[src/rtl/tlc_ram.sv]
`default_nettype none
module tlc_ram #(
  parameter int WIDTH = 8,
  parameter int DEPTH = 64
) (
  input  wire logic                     clk_i,
  input  wire logic                     we_i,
  input  wire logic [$clog2(DEPTH)-1:0] waddr_i,
  input  wire logic [WIDTH-1:0]         wdata_i,
  input  wire logic                     re_i,
  input  wire logic [$clog2(DEPTH)-1:0] raddr_i,
  output logic      [WIDTH-1:0]         rdata_o
);

  logic [WIDTH-1:0] mem [DEPTH];

  always_ff @(posedge clk_i) begin
    if (we_i) begin
      mem[waddr_i] <= wdata_i;
    end
    if (re_i) begin
      rdata_o <= mem[raddr_i];
    end
  end

endmodule
`default_nettype wire

[config.mk]
export PLATFORM = sky130hd
export DESIGN_NAME = tlc_ram
export DESIGN_NICKNAME = d
export VERILOG_FILES = /design/src/rtl/tlc_ram.sv
export SDC_FILE = /design/constraint.sdc
export NUM_CORES = 1
export LEC_CHECK = 0
export ABC_AREA = 1
export BUFFER_PORTS_ARGS = -buffer_cell sky130_fd_sc_hd__buf_2
export CAP_MARGIN = 20
export CORE_MARGIN = 5
export CORE_UTILIZATION = 42
export DETAILED_ROUTE_END_ITERATION = 10
export GPL_ROUTABILITY_DRIVEN = 0
export PLACE_DENSITY = 0.67
export SLEW_MARGIN = 20
export SYNTH_ARGS = -nofsm -noshare
export SYNTH_HDL_FRONTEND = slang
export SYNTH_SLANG_ARGS = --single-unit
export TNS_END_PERCENT = 1
[constraint.sdc]
create_clock -name clk_i -period 6.65 [get_ports clk_i]
set_input_delay 1.995 -clock clk_i [delete_from_list [all_inputs] [get_ports clk_i]]
set_output_delay 1.995 -clock clk_i [all_outputs]
set_load 0.02 [all_outputs]
======== Yosys cells after proc, flatten, opt, wreduce, memory -nomap -nowiden ========
Memory sizes are Yosys's and may differ from the RTL's. A register that Yosys moved wholly into a read port is not among the register bits.
Cells that the tools add are included.
word-level totals
  register bits ........................... 0
  RAM bits ................................ 512
  input port bits ......................... 23
  output and inout port bits .............. 8
  logic and storage cells ................. 3
  memories ................................ 1
memories
  memory  depth  width  rd ports  clocked after Yosys merged registers in  write ports  line  source
  mem     64     8      1         1                                        1            15    logic [WIDTH-1:0] mem [DEPTH];
cells by class
  mux-type cells .......................... 2
operators with widths
  cell               count
  1-bit two-way mux  2

======== Depth between registers and ports, before layout ========
Gate-level depths: netlist of the first run.
  depth after elaboration ................. 2
  mapped depth ............................ 12
  depth with buffers taken out ............ 9

======== Worst setup path after synthesis of the first run ========
Ideal clock, no wire load.
  path type ............................... input -> register
  start point ............................. input port we_i
  end point ............................... memory mem[48][0] (enable)
  setup time .............................. 0.395 ns
  arrival time ............................ 3.366 ns
  required time ........................... 6.255 ns
  path slack .............................. 2.889 ns
  cell stages on the path ................. 3
  path buffers ............................ 1
  cells stage by stage .................... clkbuf_1 -> nand4_1 -> nor4_1
on the way
  cells in the longest elaborated chain, start to end .. 2
ends and longest elaborated chain
  element                                  line  source
  start: declaration                       7     input wire logic we_i,
  1-bit two-way mux                        18    if (we_i) begin
  1-bit two-way mux (implied by the code)  19    mem[waddr_i] <= wdata_i;
  end: declaration                         15
Every way passes these cells.

==> metrics.md, run 1 <==
| Metric | Value |
|---|---|
| Hold Vio Cnt, Final | `0` |
| Internal | `5.34 mW` |
| Switching share of power | `22.4%` |
| Sequential cell area | `15600 µm²` |
| Clock slew at reported path FFs | `0.06 ns` |
| Synth Cell Area | `21400 µm²` |
| Fin cells | `2517` |
| Most frequent cells in the layout | `nand2_1 (648), edfxtp_1 (520), nand3_1 (439)` |
| FMAX | `0.237 GHz` |
| Start point of the critical path | `raddr_i[1]` |
| ANT nets after route | `0` |
| Port bufs | `30` |
| Die ar. | `55600 µm²` |
| # fillers | `4447` |
| Crit end category | `flop` |
| Die Span X | `236 µm` |
| Global-route wire length before repair | `80700 µm` |
| CTS tree | `done` |
| Run status | `completed` |
| Num Clock Sinks | `520` |
| Power Density | `293 nW/µm²` |
| Rel. slew slack | `24.1%` |
| Maximum number of pins on one net before global-route repair | `180` |
| Number of buffers created by CTS | `51` |
| Critical path required time | `7.00 ns` |
| Hold_sp | `mem[54][2]` |
| WL final | `53000 µm` |
| Leak | `8.30 nW` |
| Layout area overhead | `9.48%` |
| # setup viols final | `0` |
| Worst R2R Start | `mem[38][3]` |
| Crit path kind | `primary input to flop` |
| Initial core utilization | `42.6%` |
| Worst skew pair latency | `0.60 ns` |
| Post-CTS Setup Bufs | `0` |
| Cell row count | `82` |
| Synthesized Nets | `1828` |
| # hold bufs at CTS | `0` |
| Clock Power Share | `41.0%` |
| Yosys warnings | `0` |
| Syn Inst Count | `1805` |
| Worst-case clock skew | `0.0139 ns` |
| Mapped Avg Cell Area | `11.9 µm²` |
| Period minus WS final | `4.21 ns` |
| Placed cell count | `2420` |
| Wire per inst | `21.0 µm` |
| NetSw | `1.54 mW` |
| Layout cells sized above 1 | `6.95%` |
| Worst VDD drop | `0.171 mV` |
| CP Launch Type | `primary input` |
| CORE AREA | `50300 µm²` |
| Die Ht | `236 µm` |
| CTS H-tree depth | `2` |
| Unique masters post-synth | `15` |
| Max Slew Vio Count | `0` |
| Worst Path Arrival | `4.56 ns` |
| Root Buffer | `clkbuf_16` |
| Worst min path class | `flop to flop` |
| DRC Markers | `0` |
| Max cap viols | `0` |
| 1st-pass router iterations | `5` |
| Multi-input gate area | `4950 µm²` |
| Commonest non-fill, non-tap cell in the layout | `nand2_1` |
| Boundary Pins | `31` |
| Vias in the first global route | `13383` |
| Synthesized flop and latch total | `520` |
| Nets | `1824` |
| Max clock buf depth | `3` |
| Comb power frac | `6.1%` |
| Max FO, Critical Path | `91` |
| GRT Total Usage | `18.7%` |
| Initial antenna violation count | `5` |
| Detailed placement HPWL | `29400 µm` |
| Crit share post-route | `63.3%` |
| Worst slew pin tran | `1.14 ns` |
| Vias after detailed routing | `13728` |
| DR iter-0 viols | `1536` |
| Sequential fraction of the synthesis area | `72.9%` |
| Via density | `5.45` |
| RSZ-0062 raised after global routing | `no` |
| Flop pwr share | `53.0%` |
| Post-CTS sizing | `0` |
| Setup TNS Final | `0 ns` |
| GR Overflow Total | `0` |
cells in the mapped netlist:
| cell type | n | area (µm²) |
|---|---|---|
| nand3_1 | 439 | 2200 |
| nor2_1 | 56 | 210 |
| edfxtp_1 | 520 | 15600 |
| buf_6 | 35 | 394 |
| buf_2 | 37 | 185 |
| inv_1 | 10 | 37.5 |
| clkbuf_1 | 15 | 56.3 |
| nand4_1 | 9 | 56.3 |
| buf_4 | 14 | 105 |
| nor4_1 | 8 | 50.1 |
| nand2_1 | 648 | 2430 |
| buf_8 | 2 | 30.0 |
| inv_2 | 1 | 3.75 |
| buf_1 | 10 | 37.5 |
| inv_6 | 1 | 8.76 |
metal layers:
metal / GRT usage, % / share of wire [%]
met1: 26.3 / 43
met2: 28.1 / 44
met3: 5.83 / 10
met4: 5.51 / 2.5
met5: 0 / 0.040
critical path: stages:
cell	delay, ns
buf_4	0.44
buf_4	0.96
nand3_1	0.22
nand3_1	0.16
nand2_1	0.10
nand2_1	0.07
nand3_1	0.28
nand3_1	0.17
nand2_1	0.07
sequential cells by signal, summed over array words and instances (netlist names):
register and flops:
rdata_o 8, mem 512
logic make-up after synthesis:
family | Yosys count | synth area share, %
buffers and inverters | 125 | 4.01
DFF | 520 | 72.9
and+or+nand+nor | 1160 | 23.1
power by group through the flow:
stage / sequential, mW / clock, mW / combinational, mW
after global routing: 3.64 / 3.00 / 0.455
after CTS: 3.64 / 2.86 / 0.413
after floorplan: 3.72 / 0 / 0.255
final: 3.64 / 2.82 / 0.417
after detailed placement: 3.71 / 0 / 0.412
after global placement: 3.71 / 0 / 0.407
metrics by stage:
stage	total power [mW]	utilization (%)	setup WS, ns	hold WS, ns	cell area, µm²
after detailed placement	4.12	43.4	1.95	0.852	21800
after floorplan	3.97	-	2.89	0.797	21400
final	6.88	46.6	2.44	0.864	23500
after CTS	6.92	46.6	2.59	0.870	23400
after global placement	4.12	43.4	1.98	0.842	21800
after global routing	7.10	46.6	2.36	0.944	23400
path summary, 6_finish.rpt:
check	endpoint	cells after the start	slack [ns]
max reg2reg	rdata_o[3]	8	5.00
max	rdata_o[3]	9	2.44
min reg2reg	rdata_o[2]	8	0.86
min	rdata_o[2]	8	0.86
layout make-up:
| type | instances | area share [%] |
|---|---|---|
| Clock inverter | 32 | 1.24 |
| Sequential cell | 520 | 66.6 |
| Inverter | 12 | 0.224 |
| Timing Repair Buffer | 56 | 1.62 |
| Clock buffer | 63 | 5.63 |
| Antenna cell | 2 | 0.0213 |
| Tap cell | 672 | 3.59 |
| Multi-Input combinational cell | 1160 | 21.1 |
No activity file was read; power rests on OpenSTA's default activity.
==> run 2: changes to the inputs <==
- clock period: 6.65 -> 4 ns (I/O delays scaled with it)
==> run 2 against run 1 <==
Global-route usage grew 0.56 points; clock-buffer cell count grew 5; non-clock buffer count grew 65; hold slack gained 0.059 ns; via count grew 2.8%; highest routed layer unchanged.
==> metrics.md, run 2 (synthesis gave the netlist of run 1 again) <==
| Metric | Value |
|---|---|
| Hold Crit Endpoint | `rdata_o[4]` |
| Post-CTS Setup Bufs | `0 (unchanged)` |
| Leak | `8.75 nW (+5.5%)` |
| Max clock buf depth | `3 (unchanged)` |
| Max Slew Vio Count | `0 (unchanged)` |
| CORE AREA | `50300 µm² (unchanged)` |
| Worst min path class | `flop to flop` |
| Clock slew at reported path FFs | `0.06 ns (about the same)` |
| Max cap viols | `0 (unchanged)` |
| Initial core utilization | `42.6% (unchanged)` |
| Layout area overhead | `12.9%` |
| Global-route wire length before repair | `82800 µm (+2.6%)` |
| Sequential cell area | `15600 µm² (unchanged)` |
| Die Ht | `236 µm (unchanged)` |
| Wire per inst | `21.2 µm (+0.65%)` |
| # setup viols final | `0 (unchanged)` |
| Via density | `5.46 (about the same)` |
| Crit share post-route | `63.5%` |
| # hold bufs at CTS | `0 (unchanged)` |
| Vias in the first global route | `13560 (+1.3%)` |
| Run status | `completed` |
| Final hold slack | `0.922 ns (+0.0585 ns)` |
| Power Density | `487 nW/µm² (+66%)` |
| Boundary Pins | `31 (unchanged)` |
| Cell row count | `82 (unchanged)` |
| Dpl cell area | `22400 µm² (+2.8%)` |
| Rel. slew slack | `39.8% (+16 points)` |
| Slowest cell delay on critical path | `0.40 ns (-0.56 ns)` |
| Critical path required time | `4.47 ns (-2.53 ns)` |
| CTS H-tree depth | `2 (unchanged)` |
| Setup TNS Final | `0 ns (unchanged)` |
| Crit path buf inv count | `3 (+1)` |
| 1st-pass router iterations | `6 (+1)` |
| R2R Setup Slk | `2.56 ns (-2.44 ns)` |
| RSZ-0062 raised after global routing | `no` |
| Port bufs | `30 (unchanged)` |
| Crit path cell chain | `buf_6, inv_6, buf_4, nand2_1, nand3_1, nand3_1, nand2_1, nand2_1, nand3_1, nand3_1, nand2_1` |
| Num Clock Sinks | `520 (unchanged)` |
| Post-CTS sizing | `0 (unchanged)` |
| Delay-heaviest family, CP | `buffers and inverters` |
| Worst slew pin tran | `0.903 ns (-0.235 ns)` |
| Final Power | `11.8 mW (+71%)` |
| Worst-case clock skew | `0.0180 ns (+0.00409 ns)` |
| Number of buffers created by CTS | `53 (+3.9%)` |
| Worst slack at placement | `0.880 ns (-1.07 ns)` |
| DR iter-0 viols | `1780 (+16%)` |
| Crit end category | `flop` |
| GR Overflow Total | `0 (unchanged)` |
| Max FO, Critical Path | `66 (-27%)` |
| Die ar. | `55600 µm² (unchanged)` |
| Setup ws final | `1.46 ns (-0.979 ns)` |
| Worst Path Arrival | `3.01 ns (-1.55 ns)` |
| CTS tree | `done` |
| Hold Vio Cnt, Final | `0 (unchanged)` |
| Final Cell Area | `24200 µm² (+3.1%)` |
| Initial antenna violation count | `3 (-2)` |
| CP Launch Type | `primary input` |
| Nets | `1891 (+3.7%)` |
| Worst VDD drop | `0.312 mV (+82%)` |
| Max reg flops | `512 (unchanged)` |
| Root Buffer | `clkbuf_16` |
| Maximum number of pins on one net before global-route repair | `148 (-18%)` |
| Largest Register | `mem` |
| GRT Total Usage | `19.2% (+0.56 points)` |
| Largest regs | `mem x512, rdata_o x8` |
| Hold_sp | `mem[14][4]` |
| FF-to-FF End | `rdata_o[3]` |
| R2r worst-path depth | `8 (unchanged)` |
| FMAX | `0.394 GHz` |
| Worst R2R Start | `mem[35][3]` |
| WL final | `54800 µm (+3.5%)` |
| Layout cells sized above 1 | `10.2% (+3.2 points)` |
| Vias after detailed routing | `14118 (+2.8%)` |
| Worst skew pair latency | `0.60 ns (about the same)` |
| Most frequent cells in the layout | `nand2_1 (648), edfxtp_1 (520), nand3_1 (439)` |
| Commonest non-fill, non-tap cell in the layout | `nand2_1` |
| ANT nets after route | `0 (unchanged)` |
| DRC Markers | `0 (unchanged)` |
| Slowest CP cell | `inv_6` |
| Detailed placement HPWL | `32300 µm (+9.8%)` |
| Multi-input gate area | `4950 µm² (unchanged)` |
| Hold Path Cell Cnt | `8 (unchanged)` |
| Period minus WS final | `2.54 ns` |
| # fillers | `4401 (-1.0%)` |
| Crit path kind | `primary input to flop` |
| Die Span X | `236 µm (unchanged)` |
run 2: worst reg2reg max path, stage by stage (launching register included):
cell and delay [ns]:
edfxtp_1 0.38, nand2_1 0.08, nand3_1 0.10, nand3_1 0.16, nand2_1 0.16, nand2_1 0.09, nand3_1 0.11, nand3_1 0.09
nand2_1 0.05
run 2: final cells by class:
type,count,share of cell area (%)
diodes,4,0.0414
clock buffers,68,5.89
clock inverters,30,1.28
inverters,12,0.217
multi-input cells,1160,20.5
flip-flops and latches,520,64.6
well taps,672,3.48
repair buffers,121,4.06
run 2: worst max path at each step:
stage	start	cells after the start	slack [ns]	endpoint
3_5_place_dp	raddr_i[0]	11	0.88	rdata_o[3]
2_1_floorplan	we_i	3	1.03	mem[48][0]
3_3_place_gp	raddr_i[0]	11	0.88	rdata_o[5]
5_1_grt	raddr_i[0]	11	1.36	rdata_o[7]
6_report	raddr_i[0]	11	1.46	rdata_o[5]
4_1_cts	raddr_i[0]	11	1.50	rdata_o[2]
run 2: metal layers:
layer  vias to the layer above  GRT usage [%]  wire length, µm
met2                       599           29.8            25400
li1                       6484              -                -
met3                        94           4.51             4950
met1                      6939           27.4            22900
met4                         2           5.65             1580
met5                         -              0                9
run 2: power breakdown:
group	switching (mW)	total (mW)	internal, mW	leakage [nW]
registers	0.0171	6.06	6.04	4.69
clock network	2.02	4.97	2.95	0.847
logic	0.549	0.731	0.182	3.22
total	2.59	11.8	9.18	8.75
run 2: stage by stage:
step | cells | util [%]
after floorplan | 1805 | -
after global placement | 2485 | 44.6
after detailed placement | 2485 | 44.6
after CTS | 2583 | 48.1
after global routing | 2583 | 48.1
final | 2587 | 48.1
